**src/rtl/uv_pkg.sv**
```systemverilog
// Shared types, codes and helpers for the UTF-8 string validator.
// Used by every module of the block; depends on nothing else.
package uv_pkg;

   // Result codes for the error kind field.
   localparam logic [2:0] ERR_NONE      = 3'd0;
   localparam logic [2:0] ERR_NUL       = 3'd1;
   localparam logic [2:0] ERR_BAD_LEAD  = 3'd2;
   localparam logic [2:0] ERR_BAD_CONT  = 3'd3;
   localparam logic [2:0] ERR_TRUNC     = 3'd4;
   localparam logic [2:0] ERR_OVERLONG  = 3'd5;
   localparam logic [2:0] ERR_RANGE     = 3'd6;
   localparam logic [2:0] ERR_SURROGATE = 3'd7;

   // Byte classes produced by the front end.
   localparam logic [2:0] CLS_NUL      = 3'd0;
   localparam logic [2:0] CLS_ASCII    = 3'd1;
   localparam logic [2:0] CLS_CONT     = 3'd2;
   localparam logic [2:0] CLS_LEAD2    = 3'd3;
   localparam logic [2:0] CLS_LEAD3    = 3'd4;
   localparam logic [2:0] CLS_LEAD4    = 3'd5;
   localparam logic [2:0] CLS_BAD_LEAD = 3'd6;

   // Code point limits.
   localparam int unsigned CP_W = 21;
   localparam logic [CP_W-1:0] CP_MIN_3BYTE  = 21'h000800;
   localparam logic [CP_W-1:0] CP_MIN_4BYTE  = 21'h010000;
   localparam logic [CP_W-1:0] CP_MAX        = 21'h10FFFF;
   localparam logic [CP_W-1:0] CP_SURR_FIRST = 21'h00D800;
   localparam logic [CP_W-1:0] CP_SURR_LAST  = 21'h00DFFF;

   // Default depth of the queue between front and back.
   localparam int unsigned QUEUE_DEPTH_DEFAULT = 4;

   // One classified byte as it travels through the queue.
   typedef struct packed {
      logic [2:0] cls;
      logic [5:0] bits;
      logic       last;
   } cls_item_type;

   // Checks a finished multibyte character. len is its continuation count.
   function automatic logic [2:0] check_complete(input logic [1:0] len,
                                                 input logic [CP_W-1:0] cp);
      logic [2:0] err;
      err = ERR_NONE;
      if ((len == 2'd2 && cp < CP_MIN_3BYTE) || (len == 2'd3 && cp < CP_MIN_4BYTE)) begin
         err = ERR_OVERLONG;
      end else if (cp > CP_MAX) begin
         err = ERR_RANGE;
      end else if (cp >= CP_SURR_FIRST && cp <= CP_SURR_LAST) begin
         err = ERR_SURROGATE;
      end
      return err;
   endfunction

endpackage

```
**src/rtl/utf8_string_validator.sv**
```systemverilog
// Top level of the UTF-8 string validator: front classifier, queue and back end.
// Depends on uv_pkg, uv_front, uv_queue and uv_back.
//
// Usage:
//   The request channel carries one byte of a string per beat, with
//   req_last_byte high on the final byte. Every string has at least one byte.
//   The response channel carries one beat per string: rsp_valid_res is high
//   when the string is strict UTF-8, and rsp_error_kind gives the first error
//   found in byte order (none, NUL, bad lead, bad continuation, truncated,
//   overlong, above range, surrogate).
//   Throughput is one byte per cycle while req_ready is high, set by the
//   per-byte state update in the back end. rsp_valid rises once the beat
//   of the last byte has been accepted, has waited in the queue and is
//   checked as it leaves, straight into the response register.
//   When the receiver stalls, the response register holds its beat; bytes
//   of the next string keep flowing until the next last byte reaches the
//   back end, and then the queue of QUEUE_DEPTH entries fills before
//   req_ready drops.
//   Reset empties the queue, clears the response valid flag and the sequence
//   state, so the first beat after reset starts a new string.
module utf8_string_validator #(
   parameter int unsigned QUEUE_DEPTH = uv_pkg::QUEUE_DEPTH_DEFAULT
) (
   input  logic       clock,
   input  logic       reset,
   input  logic       req_valid,
   output logic       req_ready,
   input  logic [7:0] req_data_byte,
   input  logic       req_last_byte,
   output logic       rsp_valid,
   input  logic       rsp_ready,
   output logic       rsp_valid_res,
   output logic [2:0] rsp_error_kind
);

   logic                 push_valid, push_ready;
   logic                 pop_valid, pop_ready;
   uv_pkg::cls_item_type push_item, pop_item;

   // Byte classification.
   uv_front u_front (
      .req_valid     (req_valid),
      .req_ready     (req_ready),
      .req_data_byte (req_data_byte),
      .req_last_byte (req_last_byte),
      .push_valid    (push_valid),
      .push_ready    (push_ready),
      .push_item     (push_item)
   );

   // Decoupling queue.
   uv_queue #(
      .DEPTH (QUEUE_DEPTH)
   ) u_queue (
      .clock      (clock),
      .reset      (reset),
      .push_valid (push_valid),
      .push_ready (push_ready),
      .push_item  (push_item),
      .pop_valid  (pop_valid),
      .pop_ready  (pop_ready),
      .pop_item   (pop_item)
   );

   // Sequence checking and response.
   uv_back u_back (
      .clock          (clock),
      .reset          (reset),
      .pop_valid      (pop_valid),
      .pop_ready      (pop_ready),
      .pop_item       (pop_item),
      .rsp_valid      (rsp_valid),
      .rsp_ready      (rsp_ready),
      .rsp_valid_res  (rsp_valid_res),
      .rsp_error_kind (rsp_error_kind)
   );

endmodule

```
**src/rtl/uv_front.sv**
```systemverilog
// Front end of the UTF-8 string validator: takes request beats and
// classifies each byte for the back end. Depends on uv_pkg.
module uv_front (
   input  logic                 req_valid,
   output logic                 req_ready,
   input  logic [7:0]           req_data_byte,
   input  logic                 req_last_byte,
   output logic                 push_valid,
   input  logic                 push_ready,
   output uv_pkg::cls_item_type push_item
);

   // The queue takes a beat whenever it has room.
   assign req_ready  = push_ready;
   assign push_valid = req_valid;

   // Classify the byte and keep only its payload bits.
   always_comb begin
      push_item.last = req_last_byte;
      push_item.bits = req_data_byte[5:0];
      if (req_data_byte == 8'h00) begin
         push_item.cls = uv_pkg::CLS_NUL;
      end else if (req_data_byte[7] == 1'b0) begin
         push_item.cls = uv_pkg::CLS_ASCII;
      end else if (req_data_byte[7:6] == 2'b10) begin
         push_item.cls = uv_pkg::CLS_CONT;
      end else if (req_data_byte[7:5] == 3'b110) begin
         // C0 and C1 could only ever encode overlong forms.
         push_item.cls  = (req_data_byte[4:1] == 4'd0) ? uv_pkg::CLS_BAD_LEAD
                                                       : uv_pkg::CLS_LEAD2;
         push_item.bits = {1'b0, req_data_byte[4:0]};
      end else if (req_data_byte[7:4] == 4'b1110) begin
         push_item.cls  = uv_pkg::CLS_LEAD3;
         push_item.bits = {2'b00, req_data_byte[3:0]};
      end else if (req_data_byte[7:3] == 5'b11110) begin
         push_item.cls  = uv_pkg::CLS_LEAD4;
         push_item.bits = {3'b000, req_data_byte[2:0]};
      end else begin
         push_item.cls = uv_pkg::CLS_BAD_LEAD;
      end
   end

endmodule

```
**src/rtl/uv_queue.sv**
```systemverilog
// Small first-in first-out queue of classified bytes between front and back.
// Depends on uv_pkg for the item type.
module uv_queue #(
   parameter int unsigned DEPTH = uv_pkg::QUEUE_DEPTH_DEFAULT
) (
   input  logic                 clock,
   input  logic                 reset,
   input  logic                 push_valid,
   output logic                 push_ready,
   input  uv_pkg::cls_item_type push_item,
   output logic                 pop_valid,
   input  logic                 pop_ready,
   output uv_pkg::cls_item_type pop_item
);

   localparam int unsigned PTR_W = $clog2(DEPTH);
   localparam int unsigned CNT_W = $clog2(DEPTH + 1);

   uv_pkg::cls_item_type mem_ff [DEPTH];
   logic [PTR_W-1:0] wr_ptr_ff, wr_ptr_in;
   logic [PTR_W-1:0] rd_ptr_ff, rd_ptr_in;
   logic [CNT_W-1:0] count_ff, count_in;
   logic             do_push, do_pop;

   assign push_ready = (count_ff != CNT_W'(DEPTH));
   assign pop_valid  = (count_ff != '0);
   assign pop_item   = mem_ff[rd_ptr_ff];
   assign do_push    = push_valid && push_ready;
   assign do_pop     = pop_valid && pop_ready;

   // Pointer and fill count updates, wrapping at the depth.
   always_comb begin
      wr_ptr_in = wr_ptr_ff;
      rd_ptr_in = rd_ptr_ff;
      count_in  = count_ff;
      if (do_push) begin
         wr_ptr_in = (wr_ptr_ff == PTR_W'(DEPTH - 1)) ? '0 : wr_ptr_ff + PTR_W'(1);
      end
      if (do_pop) begin
         rd_ptr_in = (rd_ptr_ff == PTR_W'(DEPTH - 1)) ? '0 : rd_ptr_ff + PTR_W'(1);
      end
      if (do_push && !do_pop) begin
         count_in = count_ff + CNT_W'(1);
      end else if (do_pop && !do_push) begin
         count_in = count_ff - CNT_W'(1);
      end
   end

   always_ff @(posedge clock) begin
      if (reset) begin
         wr_ptr_ff <= '0;
         rd_ptr_ff <= '0;
         count_ff  <= '0;
      end else begin
         wr_ptr_ff <= wr_ptr_in;
         rd_ptr_ff <= rd_ptr_in;
         count_ff  <= count_in;
      end
   end

   // Storage needs no reset; the fill count guards it.
   always_ff @(posedge clock) begin
      if (do_push) begin
         mem_ff[wr_ptr_ff] <= push_item;
      end
   end

endmodule

```
**src/rtl/uv_back.sv**
```systemverilog
// Back end of the UTF-8 string validator: sequence state, first-error latch
// and the registered response. Depends on uv_pkg.
module uv_back (
   input  logic                 clock,
   input  logic                 reset,
   input  logic                 pop_valid,
   output logic                 pop_ready,
   input  uv_pkg::cls_item_type pop_item,
   output logic                 rsp_valid,
   input  logic                 rsp_ready,
   output logic                 rsp_valid_res,
   output logic [2:0]           rsp_error_kind
);

   logic [1:0]              pending_ff, pending_in;
   logic [1:0]              seq_len_ff, seq_len_in;
   logic [uv_pkg::CP_W-1:0] acc_ff, acc_in;
   logic [2:0]              err_ff, err_in;
   logic                    out_valid_ff, out_valid_in;
   logic                    out_res_ff, out_res_in;
   logic [2:0]              out_kind_ff, out_kind_in;
   logic [uv_pkg::CP_W-1:0] acc_shift;
   logic [2:0]              final_err;
   logic                    do_pop;

   // A beat that ends a string needs the response register free.
   assign pop_ready = !pop_item.last || !out_valid_ff || rsp_ready;
   assign do_pop    = pop_valid && pop_ready;
   assign acc_shift = {acc_ff[uv_pkg::CP_W-7:0], pop_item.bits};

   // Per-byte state update; bytes after a latched error are ignored.
   always_comb begin
      pending_in = pending_ff;
      seq_len_in = seq_len_ff;
      acc_in     = acc_ff;
      err_in     = err_ff;
      if (err_ff == uv_pkg::ERR_NONE) begin
         if (pending_ff != 2'd0) begin
            if (pop_item.cls != uv_pkg::CLS_CONT) begin
               err_in = uv_pkg::ERR_BAD_CONT;
            end else begin
               acc_in     = acc_shift;
               pending_in = pending_ff - 2'd1;
               if (pending_ff == 2'd1) begin
                  err_in = uv_pkg::check_complete(seq_len_ff, acc_shift);
               end
            end
         end else begin
            unique case (pop_item.cls)
               uv_pkg::CLS_NUL:   err_in = uv_pkg::ERR_NUL;
               uv_pkg::CLS_ASCII: err_in = uv_pkg::ERR_NONE;
               uv_pkg::CLS_LEAD2: begin
                  seq_len_in = 2'd1;
                  pending_in = 2'd1;
                  acc_in     = uv_pkg::CP_W'(pop_item.bits);
               end
               uv_pkg::CLS_LEAD3: begin
                  seq_len_in = 2'd2;
                  pending_in = 2'd2;
                  acc_in     = uv_pkg::CP_W'(pop_item.bits);
               end
               uv_pkg::CLS_LEAD4: begin
                  seq_len_in = 2'd3;
                  pending_in = 2'd3;
                  acc_in     = uv_pkg::CP_W'(pop_item.bits);
               end
               default: err_in = uv_pkg::ERR_BAD_LEAD;
            endcase
         end
      end
   end

   // A string that ends inside a character is truncated.
   assign final_err = (err_in == uv_pkg::ERR_NONE && pending_in != 2'd0)
                      ? uv_pkg::ERR_TRUNC : err_in;

   // Response register: loaded on the last byte, held while stalled.
   always_comb begin
      out_valid_in = out_valid_ff && !rsp_ready;
      out_res_in   = out_res_ff;
      out_kind_in  = out_kind_ff;
      if (do_pop && pop_item.last) begin
         out_valid_in = 1'b1;
         out_res_in   = (final_err == uv_pkg::ERR_NONE);
         out_kind_in  = final_err;
      end
   end

   always_ff @(posedge clock) begin
      if (reset) begin
         pending_ff   <= '0;
         seq_len_ff   <= '0;
         acc_ff       <= '0;
         err_ff       <= uv_pkg::ERR_NONE;
         out_valid_ff <= 1'b0;
      end else begin
         out_valid_ff <= out_valid_in;
         if (do_pop) begin
            if (pop_item.last) begin
               // Start the next string from a clean state.
               pending_ff <= '0;
               seq_len_ff <= '0;
               acc_ff     <= '0;
               err_ff     <= uv_pkg::ERR_NONE;
            end else begin
               pending_ff <= pending_in;
               seq_len_ff <= seq_len_in;
               acc_ff     <= acc_in;
               err_ff     <= err_in;
            end
         end
      end
   end

   always_ff @(posedge clock) begin
      out_res_ff  <= out_res_in;
      out_kind_ff <= out_kind_in;
   end

   assign rsp_valid      = out_valid_ff;
   assign rsp_valid_res  = out_res_ff;
   assign rsp_error_kind = out_kind_ff;

endmodule

```
**config.mk**
```make
export PLATFORM = sky130hd
export DESIGN_NAME = utf8_string_validator
export DESIGN_NICKNAME = d
export VERILOG_FILES = /design/src/rtl/uv_pkg.sv /design/src/rtl/utf8_string_validator.sv /design/src/rtl/uv_front.sv /design/src/rtl/uv_queue.sv /design/src/rtl/uv_back.sv
export SDC_FILE = /design/constraint.sdc
export NUM_CORES = 1
export LEC_CHECK = 0
export BUFFER_PORTS_ARGS = -buffer_cell sky130_fd_sc_hd__buf_4
export CORE_MARGIN = 5
export CORE_UTILIZATION = 54
export CTS_CLUSTER_DIAMETER = 200
export CTS_CLUSTER_SIZE = 28
export DETAILED_ROUTE_END_ITERATION = 7
export MAX_ROUTING_LAYER = met4
export PLACE_DENSITY = 0.75
export SLEW_MARGIN = 20
export SYNTH_ARGS = -nofsm -noshare
export SYNTH_HDL_FRONTEND = slang
export SYNTH_SLANG_ARGS = --single-unit
```
**constraint.sdc**
```tcl
create_clock -name clock -period 2.6 [get_ports clock]
set_input_delay 0.52 -clock clock [delete_from_list [all_inputs] [get_ports clock]]
set_output_delay 0.52 -clock clock [all_outputs]
set_load 0.01 [all_outputs]
```
# Yosys cells after proc, flatten, opt, wreduce, memory -nomap -nowiden
# Memories as Yosys holds them, arrays and structs flattened. A register that Yosys moved wholly into a read port is not among the register bits.
# Cells that the tools add are included.
# word_totals
memories,1
in_bits,13
ff_bits,34
ram_bits,40
# classes
eq_ne,17
n_addsub,5
n_lt_le_gt_ge,5
muxes,44
n_reduce_logical,34
# memory_table
memory,depth,width,read_ports,rd_clocked_by_memory_dff,write_ports,line_no,source
u_queue.mem_ff,4,10,1,1,1,uv_queue.sv:19,uv_pkg::cls_item_type mem_ff [DEPTH];
# ops
operator,n
$mux 15,5
$mux 3,15
$mux 2,12
$mux 6,4
$ge 21x16->1 const B,1
$gt 21x21->1 const B,1
$le 21x16->1 const B,1
$lt 21x12->1 const B,1
$lt 21x17->1 const B,1
$logic_not 3->1,4
$pmux 2 s3,2
$eq 2x2->1 const B,5
$logic_and 1x1->1,10
$eq 3x3->1 const B,3
$mux 9,1
$pmux 3 s3,1
$logic_not 8->1,1
$mux 8,1
$reduce_and 4->1,2
$reduce_bool 2->1,4
$ne 3x2->1 const B,2
$reduce_bool 3->1,2
$eq 5x5->1 const B,1
$logic_not 1->1,5
15 further kinds,20

# Logic depth before layout (Yosys ltp)
# logic_depth
ltp_word,13
mapped_depth,10
mapped_depth_nobuf,10

# Modules after synthesis
# Synthesis repeated with hierarchy kept, for this count alone.
# unflattened
cells_unflattened,292
area_unflattened_um2,3544.6
# by_module_without_submodules
module,area_each_um2,n_inst,cells_per_inst,seq_area_each_um2
uv_queue,1919.3,1,100,1381.3
uv_back,1485.2,1,169,580.6
uv_front,140.1,1,23,0.0

# Worst setup path after synthesis
# OpenSTA, ideal clock, no wires.
# synth_path
path_kind,register to register
startpoint,register (tool-made name)
endpoint,register u_queue.count_ff[2]
arrival_ps,2407
slack_ps,122
n_path_buf,1
stages_incl_launch_ff,11
setup_ps,71
path_cell_list,dfxtp_1 -> buf_6 -> mux4_1 -> a21oi_2 -> inv_1 -> ha_1 -> inv_1 -> fa_1 -> xor2_1 -> or3_1 -> a21oi_1
# synth_rtl
element,line_no,source
end signal: assignment,uv_queue.sv:57,count_ff <= count_in;
end: declaration,uv_queue.sv:22,"logic [CNT_W-1:0] count_ff, count_in;"

==> flow_metrics.py <==
metrics = {
    "outcome": {
        "status": "completed",
    },
    "worst_hold_path": {
        "min_from": "req_last_byte",
        "hold_depth": 1,
        "hold_path_end": "u_queue.mem_ff[2][0]$_DFFE_PP_",
        "hp-class": "in2reg",
    },
    "clock_tree": {
        "ctsHtreeMaxLevel": 3,
        "cts_buffers": 9,
        "holdBufCountCts": 0,
        "cts.sinks": 76,
        "cts_tree": "done",
        "clock_latency_ps": 340,
        "clkSlewWorstSetupHoldPaths_ps": 80,
        "cts_buffer_depth": 2,
        "cts_root_buffer": "clkbuf_8",
    },
    "worst_setup_path": {
        "critPathLaunchType": "register",
        "critical_path.cell_chain": "mux4_1 -> a21oi_2 -> inv_1 -> ha_1 -> inv_1 -> fa_1 -> xor2_1 -> or3_1 -> a21oi_1",
        "rr_endpoint": "u_queue.count_ff[2]$_SDFFE_PP0P_",
        "crit_top_cell": "inv_1",
        "rrSetupSlack_ps": 270,
        "cpMaxStageDelayCell": "mux4_1",
        "crit_family": "multiplexers",
        "rr_worst_depth": 9,
        "cp_max_fo": 6,
        "max_stage_delay_ps": 630,
        "cp.required_ps": 2880,
        "critPathKind": "reg2reg",
        "worstPathArrival_ps": 2610,
        "worst-path-buf-inv": 2,
        "end_kind": "register",
    },
    "sta": {
        "setup_viol": 0,
        "maxSlewViolCount": 0,
        "hold_viol": 0,
        "final.setup.worst_slack_ps": 274,
        "holdWs_ps": 371,
        "rsz0062_at_grt": "false",
        "tightest_slew_ps": 800,
        "skew_ps": 7.64,
        "tns_ps": 0,
        "max_freq_mhz": 430,
        "min_period_over_period": 0.895,
        "final.min_clock_period_ps": 2330,
        "relSlewSlack": 0.466,
    },
    "placement": {
        "hpwlAfterDp_um": 4200,
        "io_buffers": 18,
        "place_congestion": 0.802,
        "dp_slack_ps": 180,
    },
    "floorplan": {
        "die_h_um": 89.6,
        "num_rows": 29,
        "io_pins": 19,
        "floorplan.initialDensity": 0.548,
        "dieWidth_um": 89.6,
        "coreArea_sq_um": 6240,
        "die-area_sq_um": 8020,
    },
    "synth": {
        "ys_seq_area_frac": 0.574,
        "syn-num-nets": 281,
        "synth_flop_cell": "edfxtp_1",
        "yosysTopAreaCellShare": 0.387,
        "syn_area_per_cell_sq_um": 13.2,
        "async_reset_ff_frac": 0,
        "synth_cell_types": 59,
        "post-synth-top-count-cell": "edfxtp_1",
        "synth_top_area_cell": "edfxtp_1",
        "syn-cell-area_sq_um": 3420,
        "syn_inst": 259,
        "synth_common_cells": "edfxtp_1 (44), dfxtp_1 (32), nor2_1 (18), nand2_1 (16), inv_1 (12)",
        "ys_warn_count": 0,
        "synth_area_leaders": "edfxtp_1 (39%), dfxtp_1 (19%), mux4_1 (5.4%)",
        "synth-edff-count": 44,
        "ys_ff_latch": 76,
    },
    "routing": {
        "drtIter0Drc": 179,
        "vias": 2158,
        "ant_nets": 0,
        "wl_per_cell_um": 16.6,
        "drt-pass1-iter-count": 5,
        "drc_errors": 0,
        "viasPerCell": 5.85,
        "wl_um": 6120,
    },
    "pwr": {
        "p_leak_nw": 1.46,
        "switchingPower_w": 0.00152,
        "total_power_w": 0.00449,
        "seq_power_share": 0.369,
        "p_per_area_nw_per_um2": 1150,
        "swShare": 0.339,
        "irDropWorstVdd_mv": 0.602,
        "internal-power_w": 0.00297,
        "clkPwrFrac": 0.238,
        "p_comb_frac": 0.392,
    },
    "cells_and_area": {
        "antennaDiodeCount": 0,
        "drive_gt1_frac": 0.212,
        "fin_util": 0.625,
        "nets": 309,
        "fillers": 481,
        "syn2layout_area_growth_pct": 14.1,
    },
    "grt": {
        "grt_pass1_vias": 2192,
        "antenna_found_initial": 0,
        "grt_usage": 0.176,
        "grt_start_max_net_pins": 18,
        "grt_pass1_wl_um": 10200,
        "gr-total-overflow": 0,
    },
    "job": {
        "timing.max_cap.violations": 0,
    },
}
-- state kept, by name, indices dropped and copies added, names as in the netlist, named ones only --
register,cells
u_queue.mem_ff,40
u_back.acc_ff,15
u_back.err_ff,3
u_back.rsp_error_kind,3
u_queue.count_ff,3
u_back.pending_ff,2
u_back.seq_len_ff,2
u_queue.rd_ptr_ff,2
u_queue.wr_ptr_ff,2
u_back.rsp_valid,1
u_back.rsp_valid_res,1
-- timing repair --
action / in CTS / in global routing
resized for setup: 0 / 2
setup buffers: 0 / 0
setup endpoints to repair: 0 / 1
hold endpoints to repair: 0 / 0
-- kinds of logic (layout without fill, tap and decap cells) --
group | count (synthesis) | after routing | synth area share
flip-flops | 76 | 76 | 0.574
XOR/XNOR | 2 | 2 | 0.00513
multiplexers | 13 | 13 | 0.0824
AND/OR/NAND/NOR | 82 | 82 | 0.142
AO/OA/AOI/OAI | 55 | 55 | 0.130
buffers and inverters | 22 | 55 | 0.0311
adder cells (fa/ha/maj) | 9 | 9 | 0.0351
-- power groups by stage --
| stage | registers, W | logic, W | clock network [W] |
|---|---|---|---|
| after floorplan | 0.00164 | 0.00134 | 0 |
| after global placement | 0.00168 | 0.00172 | 0 |
| after detailed placement | 0.00168 | 0.00175 | 0 |
| after CTS | 0.00166 | 0.00177 | 0.00109 |
| after global routing | 0.00169 | 0.00195 | 0.00114 |
| final | 0.00166 | 0.00176 | 0.00107 |
-- cell usage in the layout, fill, tap and decap left out, types with 4 or more instances in the layout --
master and count:
a21oi_1 10, a32o_1 9, and3_1 4, buf_4 27
clkbuf_8 9, dfxtp_1 31, edfxtp_1 44, ha_1 7
inv_1 12, mux4_1 7, nand2_1 16, nand2b_1 5
nand3b_1 4, nor2_1 18, nor3_1 5, nor3b_1 4
nor4_1 5, o21ai_0 4, o2bb2ai_1 5
-- metrics by stage --
| step | instances | instance area [sq um] |
|---|---|---|
| 2_1_floorplan | 259 | 3420 |
| 3_3_place_gp | 353 | 3660 |
| 3_5_place_dp | 353 | 3660 |
| 4_1_cts | 369 | 3900 |
| 5_1_grt | 369 | 3900 |
| 6_report | 369 | 3900 |
-- worst max path at each step --
stage                                 startpoint                                  to  slack (ps)  cells after the start
5_1_grt        u_back.pending_ff[1]$_SDFFE_PP0P_      u_back.rsp_valid_res$_DFFE_PP_          80                      9
3_3_place_gp                            register  u_back.rsp_error_kind[2]$_DFFE_PP_         230                      6
4_1_cts                                 register    u_queue.count_ff[2]$_SDFFE_PP0P_         150                      9
6_report                                register    u_queue.count_ff[2]$_SDFFE_PP0P_         270                      9
3_5_place_dp                            register    u_queue.count_ff[2]$_SDFFE_PP0P_         180                      9
2_1_floorplan                           register    u_queue.count_ff[2]$_SDFFE_PP0P_         120                     10
-- metal layers --
metal,GRT usage,up-vias,wire (um)
li1,-,1068,-
met2,0.279,35,3040
met5,-,-,0
met3,0.0424,6,206
met1,0.219,1049,2790
met4,0.0690,0,78
-- cell type report --
type | count | area (sq um) | share of cell area
clock buffers | 10 | 128 | 0.0327
clock inverters | 6 | 114 | 0.0292
inverters | 12 | 45.0 | 0.0115
multi-input cells | 161 | 1350 | 0.347
flip-flops and latches | 76 | 1960 | 0.503
well taps | 77 | 96.3 | 0.0247
repair buffers | 27 | 203 | 0.0520
Power figures use the tool's default switching activity.
